==> src/design/clle_pkg.sv <==
`default_nettype none
package clle_pkg;

  localparam int HeadW      = 4;
  localparam int ValW       = 32;
  localparam int MaxResults = 16;
  localparam int QDepth     = 2;
  localparam int TdataW     = 40;

  typedef enum logic [1:0] {
    KIND_FRONT = 2'd0,
    KIND_LAST  = 2'd1,
    KIND_READ  = 2'd2
  } kind_e;

  typedef enum logic [1:0] {
    ST_OK    = 2'd0,
    ST_FULL  = 2'd1,
    ST_EMPTY = 2'd2
  } status_e;

  // hp already folds in the head-in-range check
  typedef struct packed {
    kind_e             kind;
    logic              hp;
    logic [HeadW-1:0]  head;
    logic [ValW-1:0]   value;
  } cmd_t;

  typedef struct packed {
    status_e           status;
    logic [HeadW-1:0]  head;
    logic              hp;
    logic [ValW-1:0]   element;
    logic              last;
  } res_t;

endpackage
`default_nettype wire

==> src/design/clle_front.sv <==
`default_nettype none
module clle_front import clle_pkg::*; #(
  parameter int DEPTH = 16
) (
  input  logic             clk_i,
  input  logic             rst_ni,
  input  logic             in_valid_i,
  output logic             in_ready_o,
  input  logic [1:0]       in_kind_i,
  input  logic [HeadW-1:0] in_head_i,
  input  logic             in_present_i,
  input  logic [ValW-1:0]  in_value_i,
  output logic             cmd_valid_o,
  input  logic             cmd_pop_i,
  output cmd_t             cmd_o
);

  localparam int PW = $clog2(QDepth);
  localparam int CW = $clog2(QDepth + 1);

  cmd_t          q_mem_q [QDepth];
  logic [PW-1:0] wr_ptr_q, wr_ptr_d;
  logic [PW-1:0] rd_ptr_q, rd_ptr_d;
  logic [CW-1:0] cnt_q, cnt_d;
  logic          kind_ok;
  logic          push;
  cmd_t          cmd_w;

  always_comb begin
    unique case (in_kind_i) inside
      KIND_FRONT, KIND_LAST, KIND_READ: kind_ok = 1'b1;
      default:                          kind_ok = 1'b0;
    endcase
  end

  always_comb begin
    cmd_w.kind  = kind_e'(in_kind_i);
    cmd_w.hp    = in_present_i && (32'(in_head_i) < 32'(DEPTH));
    cmd_w.head  = in_head_i;
    cmd_w.value = in_value_i;
  end

  assign in_ready_o  = (cnt_q != CW'(QDepth));
  assign cmd_valid_o = (cnt_q != '0);
  assign cmd_o       = q_mem_q[rd_ptr_q];

  // unused kind code is accepted and dropped here
  assign push = in_valid_i && in_ready_o && kind_ok;

  always_comb begin
    wr_ptr_d = wr_ptr_q;
    rd_ptr_d = rd_ptr_q;
    if (push) begin
      wr_ptr_d = (wr_ptr_q == PW'(QDepth - 1)) ? '0 : wr_ptr_q + 1'b1;
    end
    if (cmd_pop_i) begin
      rd_ptr_d = (rd_ptr_q == PW'(QDepth - 1)) ? '0 : rd_ptr_q + 1'b1;
    end
    cnt_d = cnt_q + CW'(push) - CW'(cmd_pop_i);
  end

  always_ff @(posedge clk_i or negedge rst_ni) begin
    if (!rst_ni) begin
      wr_ptr_q <= '0;
      rd_ptr_q <= '0;
      cnt_q    <= '0;
    end else begin
      wr_ptr_q <= wr_ptr_d;
      rd_ptr_q <= rd_ptr_d;
      cnt_q    <= cnt_d;
    end
  end

  always_ff @(posedge clk_i) begin
    if (push) begin
      q_mem_q[wr_ptr_q] <= cmd_w;
    end
  end

endmodule
`default_nettype wire

==> src/design/clle_back.sv <==
`default_nettype none
module clle_back import clle_pkg::*; #(
  parameter int DEPTH = 16
) (
  input  logic clk_i,
  input  logic rst_ni,
  input  logic cmd_valid_i,
  output logic cmd_pop_o,
  input  cmd_t cmd_i,
  output logic out_valid_o,
  input  logic out_ready_i,
  output res_t out_o
);

  localparam int IW   = $clog2(DEPTH);
  localparam int LW   = IW + 1;
  localparam int RLim = (DEPTH < MaxResults) ? DEPTH : MaxResults;
  localparam int KW   = $clog2(RLim);
  localparam logic [LW-1:0] NullLink = {1'b1, {IW{1'b0}}};

  typedef enum logic [4:0] {
    S_IDLE   = 5'b00001,
    S_ALLOC  = 5'b00010,
    S_TSTART = 5'b00100,
    S_TWALK  = 5'b01000,
    S_RWALK  = 5'b10000
  } state_e;

  state_e        state_q, state_d;
  cmd_t          cmd_q, cmd_d;
  logic [IW-1:0] hidx_q, hidx_d;
  logic [IW-1:0] node_q, node_d;
  logic [IW-1:0] cur_q, cur_d;
  logic [IW-1:0] hops_q, hops_d;
  logic [KW-1:0] k_q, k_d;
  logic [LW-1:0] free_q, free_d;

  // node store: value and link halves, each with per-entry written bits
  logic [ValW-1:0] val_mem [DEPTH];
  logic [LW-1:0]   lnk_mem [DEPTH];
  logic [DEPTH-1:0] val_vld_q, lnk_vld_q;

  logic            rd_en;
  logic [IW-1:0]   rd_addr;
  logic [IW-1:0]   rd_addr_q;
  logic [LW-1:0]   rd_lnk_q;
  logic [ValW-1:0] rd_val_q;
  logic            rd_lvld_q, rd_vvld_q;

  logic            lw_en, vw_en;
  logic [IW-1:0]   lw_addr, vw_addr;
  logic [LW-1:0]   lw_data;
  logic [ValW-1:0] vw_data;

  logic [LW-1:0]   lnk_eff;
  logic [ValW-1:0] val_eff;
  logic            lnk_null;
  logic [IW-1:0]   lnk_idx;
  logic            rd_stop;

  logic out_valid_q;
  res_t out_q;
  logic out_load;
  res_t out_d;
  logic out_free;

  // never-written entries read as their reset contents
  assign lnk_eff  = rd_lvld_q ? rd_lnk_q
                  : ((rd_addr_q == '0) ? NullLink : {1'b0, rd_addr_q - 1'b1});
  assign val_eff  = rd_vvld_q ? rd_val_q : '0;
  assign lnk_null = lnk_eff[IW];
  assign lnk_idx  = lnk_eff[IW-1:0];
  assign rd_stop  = lnk_null || (k_q == KW'(RLim - 1));
  assign out_free = !out_valid_q || out_ready_i;

  always_comb begin
    state_d   = state_q;
    cmd_d     = cmd_q;
    hidx_d    = hidx_q;
    node_d    = node_q;
    cur_d     = cur_q;
    hops_d    = hops_q;
    k_d       = k_q;
    free_d    = free_q;
    cmd_pop_o = 1'b0;
    rd_en     = 1'b0;
    rd_addr   = cur_q;
    lw_en     = 1'b0;
    lw_addr   = node_q;
    lw_data   = NullLink;
    vw_en     = 1'b0;
    vw_addr   = node_q;
    vw_data   = cmd_q.value;
    out_load  = 1'b0;
    out_d     = '0;

    unique case (state_q)
      S_IDLE: begin
        if (cmd_valid_i && out_free) begin
          cmd_pop_o = 1'b1;
          cmd_d     = cmd_i;
          hidx_d    = IW'(cmd_i.head);
          unique case (cmd_i.kind)
            KIND_FRONT, KIND_LAST: begin
              if (free_q[IW]) begin
                out_load     = 1'b1;
                out_d.status = ST_FULL;
                out_d.head   = cmd_i.hp ? cmd_i.head : '0;
                out_d.hp     = cmd_i.hp;
                out_d.last   = 1'b1;
              end else begin
                node_d  = free_q[IW-1:0];
                rd_en   = 1'b1;
                rd_addr = free_q[IW-1:0];
                state_d = S_ALLOC;
              end
            end
            KIND_READ: begin
              if (!cmd_i.hp) begin
                out_load     = 1'b1;
                out_d.status = ST_EMPTY;
                out_d.last   = 1'b1;
              end else begin
                rd_en   = 1'b1;
                rd_addr = IW'(cmd_i.head);
                k_d     = '0;
                state_d = S_RWALK;
              end
            end
            default: ;
          endcase
        end
      end

      S_ALLOC: begin
        // rd_lnk holds the taken node's link: it becomes the new free head
        if (out_free) begin
          free_d  = lnk_eff;
          vw_en   = 1'b1;
          lw_en   = 1'b1;
          if (cmd_q.kind == KIND_FRONT) begin
            lw_data      = cmd_q.hp ? {1'b0, hidx_q} : NullLink;
            out_load     = 1'b1;
            out_d.status = ST_OK;
            out_d.head   = HeadW'(node_q);
            out_d.hp     = 1'b1;
            out_d.last   = 1'b1;
            state_d      = S_IDLE;
          end else if (!cmd_q.hp) begin
            out_load     = 1'b1;
            out_d.status = ST_OK;
            out_d.head   = HeadW'(node_q);
            out_d.hp     = 1'b1;
            out_d.last   = 1'b1;
            state_d      = S_IDLE;
          end else begin
            state_d = S_TSTART;
          end
        end
      end

      S_TSTART: begin
        // the read is issued in the cycle after the new node's link write so the walk sees it
        rd_en   = 1'b1;
        rd_addr = hidx_q;
        cur_d   = hidx_q;
        hops_d  = '0;
        state_d = S_TWALK;
      end

      S_TWALK: begin
        if (!lnk_null && (hops_q != IW'(DEPTH - 1))) begin
          cur_d   = lnk_idx;
          hops_d  = hops_q + 1'b1;
          rd_en   = 1'b1;
          rd_addr = lnk_idx;
        end else if (out_free) begin
          lw_en        = 1'b1;
          lw_addr      = cur_q;
          lw_data      = {1'b0, node_q};
          out_load     = 1'b1;
          out_d.status = ST_OK;
          out_d.head   = cmd_q.head;
          out_d.hp     = 1'b1;
          out_d.last   = 1'b1;
          state_d      = S_IDLE;
        end
      end

      S_RWALK: begin
        if (out_free) begin
          out_load      = 1'b1;
          out_d.status  = ST_OK;
          out_d.head    = cmd_q.head;
          out_d.hp      = 1'b1;
          out_d.element = val_eff;
          out_d.last    = rd_stop;
          if (rd_stop) begin
            state_d = S_IDLE;
          end else begin
            k_d     = k_q + 1'b1;
            rd_en   = 1'b1;
            rd_addr = lnk_idx;
          end
        end
      end

      default: state_d = S_IDLE;
    endcase
  end

  always_ff @(posedge clk_i or negedge rst_ni) begin
    if (!rst_ni) begin
      state_q     <= S_IDLE;
      free_q      <= {1'b0, IW'(DEPTH - 1)};
      val_vld_q   <= '0;
      lnk_vld_q   <= '0;
      rd_lvld_q   <= 1'b0;
      rd_vvld_q   <= 1'b0;
      out_valid_q <= 1'b0;
    end else begin
      state_q <= state_d;
      free_q  <= free_d;
      if (vw_en) begin
        val_vld_q[vw_addr] <= 1'b1;
      end
      if (lw_en) begin
        lnk_vld_q[lw_addr] <= 1'b1;
      end
      if (rd_en) begin
        rd_lvld_q <= lnk_vld_q[rd_addr];
        rd_vvld_q <= val_vld_q[rd_addr];
      end
      if (out_load) begin
        out_valid_q <= 1'b1;
      end else if (out_ready_i) begin
        out_valid_q <= 1'b0;
      end
    end
  end

  always_ff @(posedge clk_i) begin
    cmd_q  <= cmd_d;
    hidx_q <= hidx_d;
    node_q <= node_d;
    cur_q  <= cur_d;
    hops_q <= hops_d;
    k_q    <= k_d;
    if (out_load) begin
      out_q <= out_d;
    end
  end

  always_ff @(posedge clk_i) begin
    if (lw_en) begin
      lnk_mem[lw_addr] <= lw_data;
    end
    if (vw_en) begin
      val_mem[vw_addr] <= vw_data;
    end
    if (rd_en) begin
      rd_addr_q <= rd_addr;
      rd_lnk_q  <= lnk_mem[rd_addr];
      rd_val_q  <= val_mem[rd_addr];
    end
  end

  assign out_valid_o = out_valid_q;
  assign out_o       = out_q;

endmodule
`default_nettype wire

==> src/design/cursor_linked_list_engine_core.sv <==
// Linked lists of 32-bit values in a shared store of DEPTH nodes with a free
// list threaded through it; the caller keeps each list's head and passes it in
// with every transaction (tuser = kind: 0 insert front, 1 insert tail, 2 read;
// kind 3 is accepted and dropped). Inserts return one result with the new
// head; a read returns one result per element, the final one with tlast set.
// A two-entry command queue sits between the input and the list engine, and
// results leave through an output register, so the input keeps accepting,
// until the queue is full, while the engine walks or a result waits. Every
// node visit is one read of the single-port node store: insert-front reads
// the taken free node, insert-tail also walks the list from its head to the
// tail, and a read visits each element in turn (at most 16 elements).
// Status in tuser on results: 0 ok, 1 store full (insert dropped), 2 read of
// an empty list. No clearing pass is needed after reset.
`default_nettype none
module cursor_linked_list_engine_core import clle_pkg::*; #(
  parameter int DEPTH = 16
) (
  input  logic              clk_i,
  input  logic              rst_ni,
  input  logic              s_axis_tvalid,
  output logic              s_axis_tready,
  // [3:0] head_index, [4] head_present, [36:5] value, [39:37] zero
  input  logic [TdataW-1:0] s_axis_tdata,
  // [1:0] kind
  input  logic [1:0]        s_axis_tuser,
  output logic              m_axis_tvalid,
  input  logic              m_axis_tready,
  // [3:0] new_head_index, [4] new_head_present, [36:5] element, [39:37] zero
  output logic [TdataW-1:0] m_axis_tdata,
  // [1:0] status
  output logic [1:0]        m_axis_tuser,
  output logic              m_axis_tlast
);

  logic cmd_valid;
  logic cmd_pop;
  cmd_t cmd;
  res_t res;

  clle_front #(
    .DEPTH (DEPTH)
  ) u_front (
    .clk_i        (clk_i),
    .rst_ni       (rst_ni),
    .in_valid_i   (s_axis_tvalid),
    .in_ready_o   (s_axis_tready),
    .in_kind_i    (s_axis_tuser),
    .in_head_i    (s_axis_tdata[HeadW-1:0]),
    .in_present_i (s_axis_tdata[HeadW]),
    .in_value_i   (s_axis_tdata[HeadW+ValW:HeadW+1]),
    .cmd_valid_o  (cmd_valid),
    .cmd_pop_i    (cmd_pop),
    .cmd_o        (cmd)
  );

  clle_back #(
    .DEPTH (DEPTH)
  ) u_back (
    .clk_i       (clk_i),
    .rst_ni      (rst_ni),
    .cmd_valid_i (cmd_valid),
    .cmd_pop_o   (cmd_pop),
    .cmd_i       (cmd),
    .out_valid_o (m_axis_tvalid),
    .out_ready_i (m_axis_tready),
    .out_o       (res)
  );

  assign m_axis_tdata = {{(TdataW - HeadW - 1 - ValW){1'b0}}, res.element, res.hp, res.head};
  assign m_axis_tuser = res.status;
  assign m_axis_tlast = res.last;

endmodule
`default_nettype wire
==> config.mk <==
export PLATFORM = sky130hd
export DESIGN_NAME = cursor_linked_list_engine_core
export DESIGN_NICKNAME = d
export VERILOG_FILES = /design/src/design/clle_pkg.sv /design/src/design/clle_front.sv /design/src/design/clle_back.sv /design/src/design/cursor_linked_list_engine_core.sv
export SDC_FILE = /design/constraint.sdc
export NUM_CORES = 1
export LEC_CHECK = 0
export ABC_AREA = 0
export BUFFER_PORTS_ARGS = -buffer_cell sky130_fd_sc_hd__buf_2
export CAP_MARGIN = 30
export CORE_MARGIN = 5
export CORE_UTILIZATION = 55
export CTS_BUF_LIST = sky130_fd_sc_hd__clkbuf_2 sky130_fd_sc_hd__clkbuf_4 sky130_fd_sc_hd__clkbuf_8
export CTS_CLUSTER_DIAMETER = 120
export DETAILED_ROUTE_END_ITERATION = 12
export GPL_TIMING_DRIVEN = 0
export PLACE_DENSITY = 0.72
export SYNTH_ARGS = -nofsm -noshare
export SYNTH_HDL_FRONTEND = slang
export SYNTH_SLANG_ARGS = --single-unit
export TNS_END_PERCENT = 100
==> constraint.sdc <==
create_clock -name clk_i -period 9.2 [get_ports clk_i]
set_clock_uncertainty 0.1 [all_clocks]
set_input_delay 1.84 -clock clk_i [delete_from_list [all_inputs] [get_ports clk_i]]
set_output_delay 1.84 -clock clk_i [all_outputs]
set_load 0.005 [all_outputs]
# Yosys cells after proc, flatten, opt, wreduce, memory -nomap -nowiden

Memories as Yosys holds them, arrays and structs flattened. A register that Yosys moved wholly into a read port is not among the register bits.
Index checks and enable logic that the tools add are counted.

$add $sub $neg: 7
Magnitude comparators: 5
Equal/unequal tests: 25
Mux-type cells: 96
Bitwise logic cells: 3
Reductions and logical operators: 27

Operator list:

| cell                                                                                | count |
|---|---|
| 5-bit two-way mux                                                                   | 19 |
| 4-bit two-way mux                                                                   | 16 |
| 38-bit two-way mux                                                                  | 1 |
| 1-bit two-way mux                                                                   | 32 |
| 32-bit two-way mux                                                                  | 1 |
| 16-bit OR                                                                           | 2 |
| 4-bit one-hot mux with 2 select lines                                               | 4 |
| 7-bit two-way mux                                                                   | 4 |
| 7-bit one-hot mux with 4 select lines                                               | 1 |
| 5-bit one-hot mux with 5 select lines                                               | 1 |
| 5-bit one-hot mux with 2 select lines                                               | 2 |
| 4-bit one-hot mux with 4 select lines                                               | 1 |
| 4-bit by 5-bit < comparator with 1-bit output, second input constant                | 3 |
| 2-bit by 1-bit inequality test with 1-bit output, second input constant             | 7 |
| 1-bit one-hot mux with 4 select lines                                               | 3 |
| 9-bit AND reduction                                                                 | 1 |
| 4-bit by 1-bit adder with 4-bit output, second input constant                       | 2 |
| 1-bit binary-select mux with 4-bit select                                           | 2 |
| 1-bit demux with 4-bit select                                                       | 2 |
| 4-bit by 1-bit greater-or-equal comparator with 1-bit output, second input constant | 2 |
| 2-bit inequality test, second input constant                                        | 4 |
| 2-bit nonzero test                                                                  | 4 |
| 1-bit logical AND                                                                   | 6 |
| 2-bit logical NOT                                                                   | 3 |
| 30 further kinds                                                                    | 40 |

Bits in registers: 148
RAM bits: 670
Input bits: 46
Output and inout port bits: 45
Word-level logic and storage cells: 190
Memories kept: 3

Memory list:

| name            | depth | width | read ports | clocked after memory_dff | write ports | RTL line         | source |
|---|---|---|---|---|---|---|---|
| u_back.val_mem  | 16    | 32    | 1          | 1                        | 1           | clle_back.sv:39  | `logic [ValW-1:0] val_mem [DEPTH];` |
| u_back.lnk_mem  | 16    | 5     | 1          | 1                        | 1           | clle_back.sv:40  | `logic [LW-1:0] lnk_mem [DEPTH];` |
| u_front.q_mem_q | 2     | 39    | 1          | 0                        | 1           | clle_front.sv:21 | `cmd_t q_mem_q [QDepth];` |

# Depth between registers and ports, before layout

Gate-level depths: netlist of run 1.

Word-level depth: 12
Mapped depth: 14
Mapped depth without buffers: 11

# By module

A second synthesis of run 1 with hierarchy kept.

Cells, all modules: 2254
Area, all modules: 33669.8 um^2

Modules (own cells, without submodules):

| module                         | times used | cells an instance | area each (um^2) | seq. area each (um^2) |
|---|---|---|---|---|
| clle_back                      | 1          | 2110              | 30609.4          | 22993.3 |
| clle_front                     | 1          | 140               | 3034.2           | 2442.3 |
| cursor_linked_list_engine_core | 1          | 4                 | 26.3             | 0.0 |

# Least setup slack after synthesis of run 1

No wires, ideal clock.

Path kind: input-to-reg
Start: in m_axis_tready
End: mem u_back.val_mem[0][0] (enable)
Arrival: 5023 ps
Setup slack: 3614 ps
Stages: 5
Cell sequence: nand2b_1 -> clkbuf_1 -> nand2_1 -> or3_1 -> nor3_1

Cells in the longest elaborated chain, start to end: 5

Ends and longest elaborated chain:

| what                                    | RTL line                             | source |
|---|---|---|
| from (decl)                             | cursor_linked_list_engine_core.sv:27 | `input logic m_axis_tready,` |
| 1-bit logical OR                        | clle_back.sv:74                      | `assign out_free = !out_valid_q \|\| out_ready_i;` |
| 1-bit two-way mux                       | clle_back.sv:137                     | `if (out_free) begin` |
| 1-bit two-way mux                       | clle_back.sv:97                      | `unique case (state_q)` |
| 1-bit two-way mux                       | clle_back.sv:258                     | `if (vw_en) begin` |
| 1-bit two-way mux (not written as such) | clle_back.sv:259                     | `val_mem[vw_addr] <= vw_data;` |
| to (decl)                               | clle_back.sv:39                      |  |

Every way passes these cells.

# Final worst setup path of run 1

Start: in m_axis_tready
End: reg u_back.rd_val_q[27], read port of u_back.val_mem, data pin

Cells in the longest elaborated chain, start to end: 4
Elaborated cells between the ends (all ways): 8

Ends and longest elaborated chain:

| what                                                                                                  | RTL line        | source |
|---|---|---|
| 1-bit logical OR *                                                                                    | clle_back.sv:74 |  |
| 1-bit logical AND                                                                                     | clle_back.sv:99 | `if (cmd_valid_i && out_free) begin` |
| 4-bit two-way mux / 1-bit two-way mux (equally long branches)                                         | clle_back.sv:99 |  |
| 4-bit one-hot mux with 4 select lines / 1-bit one-hot mux with 4 select lines (equally long branches) | clle_back.sv:97 |  |
| to (decl)                                                                                             | clle_back.sv:47 | `logic [ValW-1:0] rd_val_q;` |

Every way passes the cells marked *; elsewhere a longest branch is shown, timed or not.
A chain may end at the register's enable or synchronous reset.

==> flow_metrics.env, run 1 <==
export IMPL_outcome="finished, final reports clean"
export IMPL_antenna_found_initial=3
export IMPL_vias=18900
export IMPL_ys_flop_type="edfxtp_1"
export IMPL_hold_violations=0
export IMPL_syn_cell_area_sq_mm=0.0339
export IMPL_rsz0062_at_grt="no"
export IMPL_setup_violations=0
export IMPL_die_x_um=258
export IMPL_critPathMaxStageDelay_ns=0.74
export IMPL_crit_top_cell="o21ai_0"
export IMPL_multiInputGateArea_sq_mm=0.00800
export IMPL_via_per_inst=6.05
export IMPL_drv_slew=0
export IMPL_io_pins=91
export IMPL_crit_slowest_cell="clkbuf_1"
export IMPL_critical_path_required_ns=9.58
export IMPL_synthDistinctLibCells=63
export IMPL_fillers=4231
export IMPL_p_leak_nw=14.0
export IMPL_worst_path_buf_inv=5
export IMPL_insertion_delay_ns=0.78
export IMPL_yosys_warnings=0
export IMPL_power_density_mw_per_mm2=359
export IMPL_period_needed_ns=5.37
export IMPL_drt_drc_violations_left=0
export IMPL_syn_inst=1981
export IMPL_grt_usage_pct=24.1
export IMPL_drtIter0Drc=1970
export IMPL_grt_overflow=0
export IMPL_placed_cell_area_sq_mm=0.0361
export IMPL_coreArea_sq_mm=0.0614
export IMPL_grt_max_degree=39
export IMPL_post_drt_wl_per_cell_um=25.7
export IMPL_rows=91
export IMPL_cts_resized=0
export IMPL_hp_class="flip-flop to flip-flop"
export IMPL_final_layout_size_suffix_gt1_share_pct=21.3
export IMPL_cp_cell_sequence="buf_2 > nand2b_1 > clkbuf_1 > o21ai_0 > a21o_1 > o21ai_0 > o211ai_1 > o21ai_0 > buf_2 > buf_4 > clkbuf_1 > mux2i_1 > a22oi_1 > nand3_1"
export IMPL_fin_crit_sh_pct=58.4
export IMPL_synth_seq_cells=855
export IMPL_setup_slack_ns=3.83
export IMPL_post_cts_buffers=0
export IMPL_clk_root_buffer_cell="clkbuf_8"
export IMPL_critPathCaptureType="flip-flop"
export IMPL_grt_pass1_wl_um=120000
export IMPL_synth_area_top_cells="edfxtp_1, mux2i_1, dfrtp_1"
export IMPL_io_buffers=84
export IMPL_cts_made_buffers=135
export IMPL_fp_dieH_um=258
export IMPL_dp_hpwl_um=52900
export IMPL_nets=2292
export IMPL_drv_cap=0
export IMPL_cp_max_fo=10
export IMPL_crit_family="buffers and inverters"
export IMPL_grt_pass1_vias=19300
export IMPL_register_area_sq_mm=0.0254
export IMPL_slew_headroom_pct=29.5
export IMPL_syn2layout_area_growth_pct=13.8
export IMPL_cts_max_level=4
export IMPL_routabilityCongestion=0.891
export IMPL_finalWirelength_um=80300
export IMPL_clk_transition_reported_paths_ns=0.06
export IMPL_cts_hold_buf=0
export IMPL_synth_top_cell_by_area="edfxtp_1"
export IMPL_ys_async_sr_fraction_pct=5.73
export IMPL_path_class="input pin to flip-flop"
export IMPL_synth_edf_count=806
export IMPL_firstDrtPassIters=9
export IMPL_antenna_left=0
export IMPL_initial_utilization_pct=55.3
export IMPL_cts_tree="built"
export IMPL_crit_path_start_kind="input pin"
export IMPL_synth_seq_area_share_pct=75.0
export IMPL_dieArea_sq_mm=0.0668
export IMPL_arrival_ns=5.75
export IMPL_ir_worst_vdd_mv=0.277
export IMPL_postLayoutCellArea_sq_mm=0.0386
export IMPL_worstMarginPinSlew_ns=1.05
export IMPL_cts_buffer_depth=3
export IMPL_fmax_ghz=0.186
export IMPL_netlist_area_leader_share_pct=71.3
export IMPL_cts_sinks=855
export IMPL_dp_slack_ns=3.17
export IMPL_avgSynthCellArea_sq_um=17.1
export IMPL_finalSetupTns_ns=0
cells in the final DEF (no fill, tap or decap), types with 48 or more instances in the layout:
cell type	Yosys	final
clkbuf_8	0	143
nand3_1	48	48
clkbuf_4	0	52
edfxtp_1	806	806
a211o_1	76	76
mux2i_1	313	313
a211oi_1	81	81
nor2b_1	81	81
buf_2	31	115
nor2_1	62	49
worst register-to-register path, stage by stage (launching register included):
cell and delay, ns:
edfxtp_1 0.43, inv_1 0.11, ha_1 0.21, or3b_2 0.47
a22oi_1 0.36, mux2i_1 0.13, o22ai_1 0.15, o211ai_1 0.11
o21ai_0 0.13, buf_2 0.41, buf_4 0.34, clkbuf_1 0.74
mux2i_1 0.18, a22oi_1 0.30, nand3_1 0.19
stage by stage:
step | hold slack (ns) | instances | util, % | power (mW)
floorplan | 0.331 | 1983 | - | 8.91
global placement | 0.344 | 2857 | 57.6 | 10.6
detailed placement | 0.347 | 2893 | 58.8 | 10.8
CTS | 0.362 | 3118 | 62.9 | 13.9
global route | 0.383 | 3119 | 62.9 | 14.5
finish | 0.363 | 3119 | 62.9 | 13.9
cells in the mapped netlist (all sizes together) (2+ instances only):
| library cell | instances |
|---|---|
| nor3 | 14 |
| clkbuf | 44 |
| o21a | 2 |
| o21ai | 23 |
| nor3b | 4 |
| a211o | 76 |
| a22o | 4 |
| a31oi | 6 |
| a221o | 3 |
| a211oi | 81 |
| mux2i | 313 |
| o2111ai | 4 |
| nand2 | 32 |
| nand3b | 6 |
| nand2b | 8 |
| ha | 6 |
| and3 | 7 |
| nor4 | 2 |
| nor2 | 62 |
| mux2 | 43 |
| edfxtp | 806 |
| and2 | 39 |
| o31ai | 2 |
| buf | 64 |
| xor2 | 2 |
| nor2b | 81 |
| a22oi | 40 |
| dfrtp | 44 |
| or4b | 2 |
| xnor2 | 7 |
| a41oi | 3 |
| o31a | 4 |
| a21o | 5 |
| a2bb2oi | 2 |
| o22ai | 6 |
| o211ai | 6 |
| a21oi | 11 |
| nand3 | 48 |
| dfstp | 5 |
| or3b | 2 |
| or2 | 33 |
| inv | 17 |
routing by layer:
layer	part of all wire (%)	GRT usage (%)	up-vias
met2	49	39.3	954
met1	40	33.0	9469
met5	0	0	-
met3	8.3	4.55	161
li1	-	-	8280
met4	2.7	8.60	0
registers in the layout, indices dropped and copies added, names as in the netlist, 7 cells and up:
name / flops
u_back.vw_data: 32
u_front.q_mem_q: 78
u_back.rd_val_q: 32
u_back.val_mem: 512
u_back.lnk_vld_q: 16
u_back.lnk_mem: 80
u_back.val_vld_q: 16
u_back.out_o: 40
u_back.cmd_q: 7
power by group:
group | switching, mW | internal [mW] | leakage, nW
clock network | 1.41 | 1.64 | 1.34
registers | 0.474 | 5.31 | 8.03
logic | 3.21 | 1.81 | 4.60
total | 5.09 | 8.76 | 14.0
final timing paths:
path / from / to / slack, ns / depth (start not counted)
max: m_axis_tready / u_back.rd_val_q[27]$_DFFE_PP_ / 3.83 / 14
min reg2reg: u_back.lnk_vld_q[6]$_DFFE_PN0P_ / u_back.lnk_vld_q[6]$_DFFE_PN0P_ / 0.36 / 1
min: u_back.lnk_vld_q[6]$_DFFE_PN0P_ / u_back.lnk_vld_q[6]$_DFFE_PN0P_ / 0.36 / 1
max reg2reg: u_back.rd_addr_q[0]$_DFFE_PP_ / u_back.rd_val_q[27]$_DFFE_PP_ / 4.54 / 14
max in group asynchronous: rst_ni / u_back.free_q[0]$_DFFE_PN1P_ / 7.53 / 2
min in group asynchronous: rst_ni / u_back.lnk_vld_q[10]$_DFFE_PN0P_ / 0.88 / 1
layout make-up:
cell class                      instances  share of cell area [%]
Sequential cell                       855                    65.9
Antenna cell                            1                 0.00648
Timing Repair Buffer                  120                    2.70
Multi-Input combinational cell       1003                    20.7
Clock buffer                          195                    6.11
Tap cell                              790                    2.56
Clock inverter                         30                   0.405
Inverter                               17                   0.165
Buffer                                108                    1.49
kinds of logic after synthesis:
family | Yosys count | share of synthesized area [%]
buf+inv | 125 | 1.88
flops | 855 | 75.0
fa+ha+maj | 6 | 0.221
xor+xnor | 9 | 0.232
other cells | 1 | 0.0111
compound gates | 284 | 6.45
mux | 356 | 10.7
simple gates | 345 | 5.59
Power figures use the tool's default switching activity.
==> inputs of run 2 (changes only) <==
==> constraint.sdc (replaced) <==
create_clock -name clk_i -period 5.29 [get_ports clk_i]
set_clock_uncertainty 0.1 [all_clocks]
set_input_delay 1.058 -clock clk_i [delete_from_list [all_inputs] [get_ports clk_i]]
set_output_delay 1.058 -clock clk_i [all_outputs]
set_load 0.005 [all_outputs]
==> run 2 against run 1 <==
  * Die area unchanged
  * First-iteration DRC count is 2.0% lower
  * Global-route usage about the same
  * Flip-flop and latch count unchanged
  * Design area unchanged
  * Sequential power grew 74%
  * Register-to-register slack worse by 3.9 ns
  * Clock power rose by 74%
  * Critical path depth is the same
  * Final cell count did not move
  * Critical path type is now flip-flop to flip-flop
==> flow_metrics.env, run 2 (synthesis results as in run 1) <==
export IMPL_grt_pass1_vias=19300
export IMPL_insertion_delay_ns=0.78
export IMPL_io_buffers=84
export IMPL_power_switching_mw=8.86
export IMPL_setup_violations=0
export IMPL_crit_path_start_kind="flip-flop"
export IMPL_finalSetupTns_ns=0
export IMPL_dp_hpwl_um=52900
export IMPL_syn2layout_area_growth_pct=13.8
export IMPL_antenna_left=0
export IMPL_period_needed_ns=4.64
export IMPL_cts_sinks=855
export IMPL_p_leak_nw=14.0
export IMPL_cts_buffer_depth=3
export IMPL_clk_root_buffer_cell="clkbuf_8"
export IMPL_antenna_found_initial=3
export IMPL_power_frac_seq_pct=41.8
export IMPL_critical_path_required_ns=5.67
export IMPL_arrival_ns=5.03
export IMPL_final_layout_size_suffix_gt1_share_pct=21.3
export IMPL_critPathCaptureType="flip-flop"
export IMPL_mostFrequentLayoutCell="edfxtp_1"
export IMPL_ir_worst_vdd_mv=0.482
export IMPL_nets=2292
export IMPL_drv_slew=0
export IMPL_largestRegisters="u_back.val_mem (512), u_back.lnk_mem (80), u_front.q_mem_q (78)"
export IMPL_p_clk_share_pct=22.0
export IMPL_drtIter0Drc=1931
export IMPL_p_total_mw=24.1
export IMPL_hp_class="input pin to asynchronous set/reset pin"
export IMPL_post_drt_wl_per_cell_um=25.7
export IMPL_cts_resized=0
export IMPL_top_register="u_back.val_mem"
export IMPL_multiInputGateArea_sq_mm=0.00800
export IMPL_fin_crit_sh_pct=87.8
export IMPL_routabilityCongestion=0.891
export IMPL_intPower_mw=15.2
export IMPL_grt_pass1_wl_um=120000
export IMPL_clk_transition_reported_paths_ns=0.07
export IMPL_mostFrequentLayoutCells="edfxtp_1, mux2i_1, clkbuf_8"
export IMPL_hold_violations=0
export IMPL_register_area_sq_mm=0.0254
export IMPL_netSwitchingFraction_pct=36.8
export IMPL_die_x_um=258
export IMPL_power_density_mw_per_mm2=624
export IMPL_grt_max_degree=39
export IMPL_cts_max_level=4
export IMPL_cp_max_fo=10
export IMPL_post_cts_buffers=0
export IMPL_rsz0062_at_grt="no"
export IMPL_slew_headroom_pct=25.2
export IMPL_initial_utilization_pct=55.3
export IMPL_firstDrtPassIters=8
export IMPL_finalWirelength_um=80200
export IMPL_rows=91
export IMPL_cts_made_buffers=135
export IMPL_cts_tree="built"
export IMPL_fillers=4231
export IMPL_combinationalPowerShare_pct=36.3
export IMPL_via_per_inst=6.03
export IMPL_dieArea_sq_mm=0.0668
export IMPL_worstMarginPinSlew_ns=1.12
export IMPL_grt_usage_pct=24.1
export IMPL_coreArea_sq_mm=0.0614
export IMPL_io_pins=91
export IMPL_cts_hold_buf=0
export IMPL_path_class="flip-flop to flip-flop"
export IMPL_drv_cap=0
export IMPL_largest_reg_flops=512
export IMPL_vias=18800
export IMPL_drt_drc_violations_left=0
export IMPL_fmax_ghz=0.215
export IMPL_grt_overflow=0
export IMPL_outcome="finished, final reports clean"
export IMPL_fp_dieH_um=258
## run 2: cell counts in the layout (fill, tap and decap cells not counted)
No cell type changed its count.
## run 2: final cells by class
type	instances	share of cell area [%]
timing repair buffer	120	2.70
tap	790	2.56
multi-input combinational	1003	20.7
buffer	108	1.49
clock buffer	195	6.11
inverter	17	0.165
clock inverter	30	0.405
sequential	855	65.9
antenna	1	0.00648
## run 2: stage by stage
step                      instance area, sq um  setup slack, ns  utilization (%)  hold WS [ns]  std cells
after floorplan                          33900            0.486                -         0.331       1983
after global placement                   35400            -2.92             57.6         0.344       2857
after detailed placement                 36100           0.0380             58.8         0.347       2893
after CTS                                38600            0.671             62.9        0.0475       3118
after global routing                     38600            0.490             62.9        0.0865       3119
final                                    38600            0.646             62.9        0.0976       3119
## run 2: final timing paths
path	start	slack (ns)	cells past startpoint	to
max	u_back.rd_addr_q[0]$_DFFE_PP_	0.65	14	u_back.rd_val_q[27]$_DFFE_PP_
min	rst_ni	0.1	1	u_back.lnk_vld_q[10]$_DFFE_PN0P_
max reg2reg	u_back.rd_addr_q[0]$_DFFE_PP_	0.65	14	u_back.rd_val_q[27]$_DFFE_PP_
min reg2reg	u_back.lnk_vld_q[6]$_DFFE_PN0P_	0.37	1	u_back.lnk_vld_q[6]$_DFFE_PN0P_
max in group asynchronous	rst_ni	4.41	2	u_back.free_q[0]$_DFFE_PN1P_
min in group clk_i	u_back.lnk_vld_q[6]$_DFFE_PN0P_	0.37	1	u_back.lnk_vld_q[6]$_DFFE_PN0P_
## run 2: layer usage
| metal | part of all wire [%] | up-vias | global-route usage [%] |
|---|---|---|---|
| li1 | - | 8279 | - |
| met1 | 41 | 9457 | 33.0 |
| met2 | 49 | 922 | 39.4 |
| met3 | 8.1 | 147 | 4.75 |
| met4 | 2.5 | 0 | 8.09 |
| met5 | 0 | - | 0 |
## run 2: critical path, cell delays in order (launching register included)
cell and delay [ns]:
edfxtp_1 0.43, inv_1 0.11, ha_1 0.21, or3b_2 0.47, a22oi_1 0.34, mux2i_1 0.13
o22ai_1 0.15, o211ai_1 0.11, o21ai_0 0.13, buf_2 0.42, buf_4 0.33, clkbuf_1 0.76
mux2i_1 0.18, a22oi_1 0.27, nand3_1 0.19
## run 2: power groups by stage
stage,logic [mW],registers (mW),clock network [mW]
after floorplan,5.62,9.88,0
after global placement,8.31,10.2,0
after detailed placement,8.66,10.2,0
after CTS,8.71,10.0,5.37
after global routing,9.26,10.2,5.70
final,8.74,10.1,5.29
